==> src/rtl/cic_pkg.sv <==
// ----------------------------------------------------------------------------
// CIC decimator package
// Shared widths, register indexes and sequencer state codes.
// ----------------------------------------------------------------------------
`default_nettype none

package cic_pkg;

    localparam int ACC_W    = 32;
    localparam int SAMPLE_W = 16;
    localparam int OUT_W    = 16;
    localparam int ORDER_W  = 4;
    localparam int FACTOR_W = 11;
    localparam int SHIFT_W  = 5;
    localparam int CFG_W    = 11;
    localparam int CFG_IDX_W = 2;

    localparam logic [OUT_W-1:0] OUT_MAX = '1;

    localparam logic [CFG_IDX_W-1:0] REG_ORDER  = 2'd0;
    localparam logic [CFG_IDX_W-1:0] REG_FACTOR = 2'd1;
    localparam logic [CFG_IDX_W-1:0] REG_SHIFT  = 2'd2;

    typedef enum logic [3:0] {
        ST_IDLE  = 4'b0001,
        ST_INTEG = 4'b0010,
        ST_COMB  = 4'b0100,
        ST_OUT   = 4'b1000
    } t_state;

endpackage

`default_nettype wire

==> src/rtl/cic_shclamp.sv <==
// ----------------------------------------------------------------------------
// CIC output shift and clamp
// Right shift of the comb result, then clamp to 0..65535 (negative values give 0).
// ----------------------------------------------------------------------------
`default_nettype none

module cic_shclamp (
    input  wire logic [cic_pkg::ACC_W-1:0]   i_value,
    input  wire logic [cic_pkg::SHIFT_W-1:0] i_shift,
    output logic      [cic_pkg::OUT_W-1:0]   o_result
);
    import cic_pkg::*;

    logic [ACC_W-1:0] shifted;

    always_comb begin
        shifted = i_value >> i_shift;
        if (i_value[ACC_W-1]) begin
            o_result = '0;
        end else if (|shifted[ACC_W-1:OUT_W]) begin
            o_result = OUT_MAX;
        end else begin
            o_result = shifted[OUT_W-1:0];
        end
    end

endmodule

`default_nettype wire

==> src/rtl/cic_decimator.sv <==
// ----------------------------------------------------------------------------
// CIC decimator
// Cascaded integrator-comb decimation filter with a shared 32-bit adder.
// ----------------------------------------------------------------------------
// Each accepted sample runs through the active integrator stages one stage
// per cycle on a single shared 32-bit add/subtract unit (stages in use: the
// filter order, at most MAX_ORDER). On an output phase the comb stages follow
// on the same unit, and the result is then loaded into the output register
// once that register is free. The block takes no new sample while a sample is
// in work, but it takes one while a finished result waits on the output.
// Registers (index: field): 0 filter order, 1 decimation factor (a write
// restarts the phase count), 2 attenuation shift. Write only while idle.
// ----------------------------------------------------------------------------
`default_nettype none

module cic_decimator #(
    parameter int MAX_ORDER = 8
) (
    input  wire logic                          i_clk,
    input  wire logic                          i_rst_n,
    input  wire logic                          i_cfg_we,
    input  wire logic [cic_pkg::CFG_IDX_W-1:0] i_cfg_idx,
    input  wire logic [cic_pkg::CFG_W-1:0]     i_cfg_data,
    input  wire logic                          s_axis_tvalid,
    output logic                               s_axis_tready,
    input  wire logic [15:0]                   s_axis_tdata,  // [15:0] sample
    output logic                               m_axis_tvalid,
    input  wire logic                          m_axis_tready,
    output logic      [15:0]                   m_axis_tdata   // [15:0] filtered
);
    import cic_pkg::*;

    localparam int IDX_W = (MAX_ORDER > 1) ? $clog2(MAX_ORDER) : 1;
    localparam int ST_W  = $clog2(MAX_ORDER + 1);

    t_state                  r_state, n_state;
    logic [ORDER_W-1:0]      r_order;
    logic [FACTOR_W-1:0]     r_factor;
    logic [SHIFT_W-1:0]      r_shift;
    logic [FACTOR_W-1:0]     r_phase;
    logic                    r_emit;
    logic [IDX_W-1:0]        r_k;
    logic [ACC_W-1:0]        r_x;
    logic [ACC_W-1:0]        r_acc [MAX_ORDER];
    logic [ACC_W-1:0]        r_dly [MAX_ORDER];
    logic                    r_out_valid;
    logic [OUT_W-1:0]        r_out;

    logic [ST_W-1:0]         stages;
    logic                    last_stage;
    logic                    in_fire;
    logic                    out_load;
    logic [ACC_W-1:0]        op_a, op_b, sum;
    logic                    op_sub;
    logic [OUT_W-1:0]        clamped;
    logic [FACTOR_W-1:0]     factor_eff;

    assign stages = (int'(r_order) > MAX_ORDER) ? ST_W'(MAX_ORDER) : ST_W'(r_order);
    assign last_stage = ((ST_W'(r_k) + ST_W'(1)) == stages);
    assign factor_eff = (r_factor == '0) ? FACTOR_W'(1) : r_factor;

    assign s_axis_tready = (r_state == ST_IDLE);
    assign in_fire       = s_axis_tvalid && s_axis_tready;
    assign out_load      = (r_state == ST_OUT) && (!r_out_valid || m_axis_tready);
    assign m_axis_tvalid = r_out_valid;
    assign m_axis_tdata  = r_out;

    // shared add/subtract unit
    always_comb begin
        op_sub = (r_state == ST_COMB);
        op_a   = op_sub ? r_x : r_acc[r_k];
        op_b   = op_sub ? ~r_dly[r_k] : r_x;
        sum    = op_a + op_b + ACC_W'(op_sub);
    end

    cic_shclamp u_shclamp (
        .i_value  (r_x),
        .i_shift  (r_shift),
        .o_result (clamped)
    );

    always_comb begin
        n_state = r_state;
        unique case (r_state)
            ST_IDLE: begin
                if (in_fire) begin
                    if (stages != '0) begin
                        n_state = ST_INTEG;
                    end else if (r_phase <= FACTOR_W'(1)) begin
                        n_state = ST_OUT;
                    end
                end
            end
            ST_INTEG: begin
                if (last_stage) begin
                    n_state = r_emit ? ST_COMB : ST_IDLE;
                end
            end
            ST_COMB: begin
                if (last_stage) begin
                    n_state = ST_OUT;
                end
            end
            ST_OUT: begin
                if (out_load) begin
                    n_state = ST_IDLE;
                end
            end
            default: n_state = ST_IDLE;
        endcase
    end

    always_ff @(posedge i_clk) begin
        if (!i_rst_n) begin
            r_state     <= ST_IDLE;
            r_order     <= ORDER_W'(1);
            r_factor    <= FACTOR_W'(1);
            r_shift     <= '0;
            r_phase     <= FACTOR_W'(1);
            r_emit      <= 1'b0;
            r_k         <= '0;
            r_out_valid <= 1'b0;
            for (int i = 0; i < MAX_ORDER; i++) begin
                r_acc[i] <= '0;
                r_dly[i] <= '0;
            end
        end else begin
            r_state <= n_state;

            if (i_cfg_we) begin
                unique case (i_cfg_idx)
                    REG_ORDER:  r_order  <= i_cfg_data[ORDER_W-1:0];
                    REG_FACTOR: begin
                        r_factor <= i_cfg_data[FACTOR_W-1:0];
                        r_phase  <= (i_cfg_data[FACTOR_W-1:0] == '0) ?
                                    FACTOR_W'(1) : i_cfg_data[FACTOR_W-1:0];
                    end
                    REG_SHIFT:  r_shift  <= i_cfg_data[SHIFT_W-1:0];
                    default: ;
                endcase
            end

            if (in_fire) begin
                r_k <= '0;
                if (r_phase > FACTOR_W'(1)) begin
                    r_phase <= r_phase - FACTOR_W'(1);
                    r_emit  <= 1'b0;
                end else begin
                    r_phase <= factor_eff;
                    r_emit  <= 1'b1;
                end
            end

            if (r_state == ST_INTEG) begin
                r_acc[r_k] <= sum;
                r_k        <= last_stage ? '0 : r_k + IDX_W'(1);
            end

            if (r_state == ST_COMB) begin
                r_dly[r_k] <= r_x;
                r_k        <= last_stage ? '0 : r_k + IDX_W'(1);
            end

            if (out_load) begin
                r_out_valid <= 1'b1;
            end else if (m_axis_tready) begin
                r_out_valid <= 1'b0;
            end
        end
    end

    always_ff @(posedge i_clk) begin
        if (in_fire) begin
            r_x <= ACC_W'(s_axis_tdata);
        end else if (r_state == ST_INTEG || r_state == ST_COMB) begin
            r_x <= sum;
        end
        if (out_load) begin
            r_out <= clamped;
        end
    end

    a_comb_only_on_emit: assert property (@(posedge i_clk) disable iff (!i_rst_n)
        (r_state == ST_COMB) |-> r_emit)
        else $error("comb pass without output phase");

    a_stage_in_range: assert property (@(posedge i_clk) disable iff (!i_rst_n)
        (r_state == ST_INTEG || r_state == ST_COMB) |-> (ST_W'(r_k) < stages))
        else $error("stage index beyond stages in use");

    a_phase_nonzero: assert property (@(posedge i_clk) disable iff (!i_rst_n)
        r_phase != '0)
        else $error("phase count reached zero");

    a_valid_from_out: assert property (@(posedge i_clk) disable iff (!i_rst_n)
        $rose(m_axis_tvalid) |-> $past(r_state == ST_OUT))
        else $error("result shown without output step");

endmodule

`default_nettype wire
==> config.mk <==
export PLATFORM = sky130hd
export DESIGN_NAME = cic_decimator
export DESIGN_NICKNAME = d
export VERILOG_FILES = /design/src/rtl/cic_pkg.sv /design/src/rtl/cic_shclamp.sv /design/src/rtl/cic_decimator.sv
export SDC_FILE = /design/constraint.sdc
export NUM_CORES = 1
export LEC_CHECK = 0
export ABC_AREA = 1
export BUFFER_PORTS_ARGS = -buffer_cell sky130_fd_sc_hd__buf_2
export CAP_MARGIN = 20
export CORE_UTILIZATION = 60
export DETAILED_ROUTE_END_ITERATION = 12
export PLACE_DENSITY_LB_ADDON = 0.2
export SYNTH_ARGS = -nofsm -noshare
export SYNTH_HDL_FRONTEND = slang
export SYNTH_SLANG_ARGS = --single-unit
==> constraint.sdc <==
create_clock -name i_clk -period 4.1 [get_ports i_clk]
set_input_delay 0.615 -clock i_clk [delete_from_list [all_inputs] [get_ports i_clk]]
set_output_delay 0.615 -clock i_clk [all_outputs]
set_load 0.005 [all_outputs]
# After elaboration in Yosys (flattened, before gate mapping)
# Memory sizes are Yosys's and may differ from the RTL's. A register that Yosys moved wholly into a read port is not among the register bits.
# Cells that the tools add are included.
# Widths: inputs -> output; s select.
totals:
  register_bits: 88
  latch_bits: 0
  mem_bits_rw: 512
  romBits: 0
  inputBits: 34
  output_inout_bits: 18
  word_cells: 101
  mem_count: 2
classes:
  n_addsub: 5
  n_mul: 0
  div: 0
  n_lt_le_gt_ge: 3
  n_eq_ne: 12
  shifts: 1
  mux: 44
  n_bitwise: 1
  n_reduce_logical: 22
memory_table:
  columns: ["name", "depth", "word_bits", "rd", "rd_ports_with_merged_regs", "write_ports", "line", "rtl"]
  rows:
  - ["r_acc", 8, 32, 1, 1, 8, "cic_decimator.sv:44", "logic [ACC_W-1:0] r_acc [MAX_ORDER];"]
  - ["r_dly", 8, 32, 1, 1, 8, "cic_decimator.sv:45", "logic [ACC_W-1:0] r_dly [MAX_ORDER];"]
ops:
  columns: ["operator", "count"]
  rows:
  - ["$mux 32", 4]
  - ["$mux 11", 6]
  - ["$reduce_or 32->1", 2]
  - ["$mux 16", 3]
  - ["$mux 3", 11]
  - ["$add 32x1->32", 1]
  - ["$add 32x32->32", 1]
  - ["$not 32->32", 1]
  - ["$shr 32x5->32", 1]
  - ["$mux 4", 7]
  - ["$logic_not 11->1", 2]
  - ["$pmux 4 s4", 1]
  - ["$reduce_or 16->1", 1]
  - ["$mux 1", 12]
  - ["$gt 11x1->1 const B", 1]
  - ["$le 11x1->1 const B", 1]
  - ["$sub 11x1->11 const B", 1]
  - ["$reduce_and 2->1", 4]
  - ["$reduce_bool 2->1", 4]
  - ["$ne 2x2->1 const B", 3]
  - ["$reduce_and 5->1", 1]
  - ["$add 3x1->4 const B", 1]
  - ["$eq 4x1->1 const B", 1]
  - ["$eq 4x2->1 const B", 1]
  - ["15 further kinds", 17]

# Longest topological paths before layout
depth:
  depth_word: 8
  depth_mapped: 24
  mapped_depth_nobuf: 22

# Modules after synthesis
# A second synthesis with hierarchy kept.
unflattened:
  cells_unflattened: 3300
  hier_area_um2: 30432.9
modules_own_cells:
  columns: ["module", "instances", "cells_each", "area_each_um2", "seq_area_each_um2"]
  rows:
  - ["cic_decimator", 1, 2864, 28404.7, 17516.8]
  - ["cic_shclamp", 1, 436, 2028.2, 0.0]

# Worst setup path after synthesis
# No wires, ideal clock.
synth_timing:
  path_kind: "register -> register"
  start: "register with a tool-made name"
  end: "register r_x[12] (data pin)"
  arrival_time_ps: 3468
  required_ps: 3823
  path_slack_ps: 355
  stages_incl_launch_ff: 22
  n_path_buf: 3
  period_less_slack_ps: 3745
  cell_sequence: "dfxtp_1 -> inv_1 -> buf_2 -> buf_2 -> buf_1 -> nor2_1 -> o221ai_1 -> o211ai_1 -> o21ai_0 -> inv_1 -> ha_1 -> nand3_1 -> nand2_1 -> fa_1 -> nand3_1 -> nand2_1 -> nand2_1 -> nand2_1 -> nand2_1 -> nand2_1 -> xnor2_1 -> o21ai_0"
synth_rtl:
  columns: ["element", "line", "rtl"]
  rows:
  - ["to (signal assigned)", "cic_decimator.sv:174", "r_x <= ACC_W'(s_axis_tdata);"]
  - ["to (signal assigned)", "cic_decimator.sv:176", "r_x <= sum;"]
  - ["to (decl)", "cic_decimator.sv:43", "logic [ACC_W-1:0] r_x;"]

==> impl_metrics.yaml <==
run_status:
  status: "finished clean"
clocking:
  clkLatencyLatePin_ns: 0.64
  cts_buffer_depth: 3
  clock_sinks: 603
  cts_tree: "yes"
  cts-buffers-inserted: 61
  cts-root-buf: "clkbuf_16"
  postCtsSetupBuffers: 0
  clk_pin_slew_worst_paths_ns: 0.06
  h-tree-depth: 2
min_path:
  min_path_type: "input pin to register"
  hold_start: "s_axis_tdata[6]"
floorplanning:
  fp.coreArea_sq_mm: 0.0492
  rows: 81
  start_util_pct: 61.0
  die-area_sq_mm: 0.0509
  io_pins: 52
  die_y_microns: 226
  die_w_microns: 226
routing:
  via_per_inst: 6.46
  routed_wl_mm: 95.8
  wl_per_cell_microns: 24.0
  dr.pass1.iters: 6
  drt-initial-drc-count: 3560
  vias: 25800
  drc: 0
  final_antenna_net_count: 0
synthesis:
  syn_area_per_cell_sq_um: 9.17
  ys_types: 47
  async_flop_share_pct: 0
  synth_area_sq_mm: 0.0300
  yosys_warnings: 0
  synth_top_area_share_pct: 54.5
  synth_seq_cells: 603
  synth_edf_count: 544
  yosysTopAreaCell: "edfxtp_1"
  dominantRegCellSynth: "edfxtp_1"
  synth_area_leaders: "edfxtp_1, nor2_1, o21ai_0"
  synth_nets: 3337
  ys_seq_area_share_pct: 58.4
  syn-instance-count: 3268
placed_design:
  dpl.hpwl_mm: 59.8
  place_ws_ns: 0.299
  place_area_sq_mm: 0.0314
  gp_congestion: 1.06
  port_buffers: 51
sta:
  fin_crit_ns: 4.00
  tns_ns: 0
  hold_viol: 0
  maxSlewHeadroom_pct: 28.4
  grt_setup_unrepaired: "no"
  fmax_ghz: 0.250
  hold_slack_ns: 0.289
  setup_violations: 0
  finalCritPeriodShare_pct: 97.6
  fin_ws_ns: 0.100
  drv_slew: 0
  skew_ns: 0.0264
  tightest_slew_ns: 1.06
pwr:
  ir_drop_mv: 0.470
  leakage_uw: 0.0128
  powerDensity_mw_per_mm2: 632
global_route:
  antenna_found_initial: 1
  overflow: 0
  met2_usage_pct: 57.8
  top_usage_layer: "met2"
  gr-usage-met1_pct: 50.9
  grt_use_total_pct: 37.4
  grt_pass1_vias: 24200
  grt_pass1_wl_mm: 142
  grtUsageMet3_pct: 6.96
  grt_max_degree: 84
cells_and_area:
  multiInputGateArea_sq_mm: 0.0110
  nets: 3353
  syn2layout_area_growth_pct: 11.3
  stdcell_area_sq_mm: 0.0334
  drive_gt1_share_pct: 8.94
  n_fill_cell: 3827
  seq_area_sq_mm: 0.0175
critical_path:
  end_kind: "register"
  worst_setup_path_start_kind: "register"
  required_ns: 4.45
  crit_arrival_ns: 4.35
  path_class: "register to register"
  path_max_fanout: 83
job:
  maxCapViolCount: 0
[what timing repair did]
item	4_1_cts	5_1_grt
resized for setup	0	4
endpoints found under the setup margin	0	24
hold buffers	0	0
[path summary, 6_finish.rpt]
check	to	slack [ns]	cells after the start
max	r_acc[6][29]	0.10	17
min	r_x[6]	0.29	3
max reg2reg	r_acc[6][29]	0.10	17
min reg2reg	r_factor[5]	0.47	2
[synth_stat cells (2+ instances only)]
library cell	number
o31ai_1	5
inv_1	137
nor2_1	851
or3_1	2
nor3_1	15
nand3_1	233
o21a_1	3
dfxtp_1	59
clkinv_1	32
nand3b_1	8
nand2_2	2
edfxtp_1	544
a21o_1	3
nand2_1	374
nand4_1	30
o2111ai_1	4
clkbuf_1	168
o21ai_0	384
xor2_1	12
a211oi_1	2
xnor2_2	6
buf_2	34
o221ai_1	117
o21ai_1	25
nor2_2	5
buf_1	9
o211ai_1	18
buf_4	2
o22ai_1	13
a31oi_1	4
o21bai_1	5
a21oi_1	94
xnor2_1	10
nor4_1	5
inv_2	8
ha_1	34
[sequential cells by signal, summed over array words and instances, names as in the netlist, 5 cells and up, named ones only]
| signal | count |
|---|---|
| r_acc | 256 |
| r_dly | 256 |
| r_x | 32 |
| m_axis_tdata | 16 |
| r_factor | 11 |
| r_phase | 11 |
| r_shift | 5 |
[through the flow]
| step | total power (uW) | util (%) | std cells |
|---|---|---|---|
| global route | 21900 | 67.9 | 3998 |
| CTS | 20800 | 67.8 | 3997 |
| floorplan | 12200 | - | 3268 |
| finish | 21100 | 67.9 | 3999 |
| global placement | 15100 | 63.8 | 3884 |
| detailed placement | 15300 | 63.8 | 3884 |
[report_power, final]
| part | switching, uW | total, uW | internal [uW] | leakage, uW |
|---|---|---|---|---|
| Sequential | 353 | 7630 | 7270 | 0.00606 |
| Clock | 2350 | 5590 | 3230 | 0.000969 |
| Combinational | 5610 | 7870 | 2260 | 0.00576 |
| Total | 8320 | 21100 | 12800 | 0.0128 |
[area by class of cell]
cell class / count / share of cell area [%]
clock inverters: 38 / 1.08
repair buffers: 168 / 4.18
clock buffers: 75 / 4.86
inverters: 177 / 2.01
flip-flops and latches: 603 / 52.5
diodes: 1 / 0.00750
multi-input cells: 2273 / 32.9
well taps: 664 / 2.49
[cell usage in the layout, fill, tap and decap left out, types with 3 or more instances in the layout]
master / instances
clkbuf_1: 12
o2111ai_1: 4
nand3_1: 233
a21oi_1: 94
inv_1: 133
xnor2_1: 10
a31oi_1: 4
o221ai_1: 117
xnor2_2: 6
inv_2: 10
nor2_1: 851
edfxtp_1: 544
buf_12: 18
clkinv_2: 11
o21bai_1: 5
nand2_1: 361
xor2_1: 12
o21a_1: 3
dfxtp_1: 56
nor2_2: 5
o211ai_1: 18
nand2_2: 15
o22ai_1: 13
clkinv_1: 48
nand3b_1: 8
nor4_1: 5
a21o_1: 3
clkbuf_16: 64
nor3_1: 15
bufinv_16: 7
o21ai_1: 25
nand4_1: 30
o31ai_1: 5
buf_4: 97
ha_1: 34
buf_2: 51
o21ai_0: 384
[critical path, cell delays in order (launching register included)]
cell      delay (ns)
dfxtp_4         0.41
inv_6           0.15
buf_12          0.31
o21ai_0         0.14
o221ai_1        0.36
nand3_1         0.19
o21ai_0         0.14
inv_1           0.09
ha_1            0.43
nand2_1         0.13
o21ai_0         0.30
nand2_1         0.17
a21oi_1         0.24
nor2_1          0.11
nand2_1         0.07
nand2_1         0.06
nand2_1         0.28
nor2_1          0.08
[kinds of logic after synthesis]
logic type                 after synthesis  share of synthesized area (%)
and+or+nand+nor                       1527                           20.6
buffers and inverters                  392                           5.10
DFF                                    603                           58.4
xor gates and xnor gates                29                           1.02
AOI/OAI and AO/OA                      682                           13.3
adders and majority gates               35                           1.49
[routing by layer]
layer / part of all wire (%) / vias up
met3: 12 / 306
met2: 46 / 1776
met4: 4.7 / 0
met1: 38 / 12300
li1: - / 11400
met5: 0 / -
(Power assumes the default switching activity.)
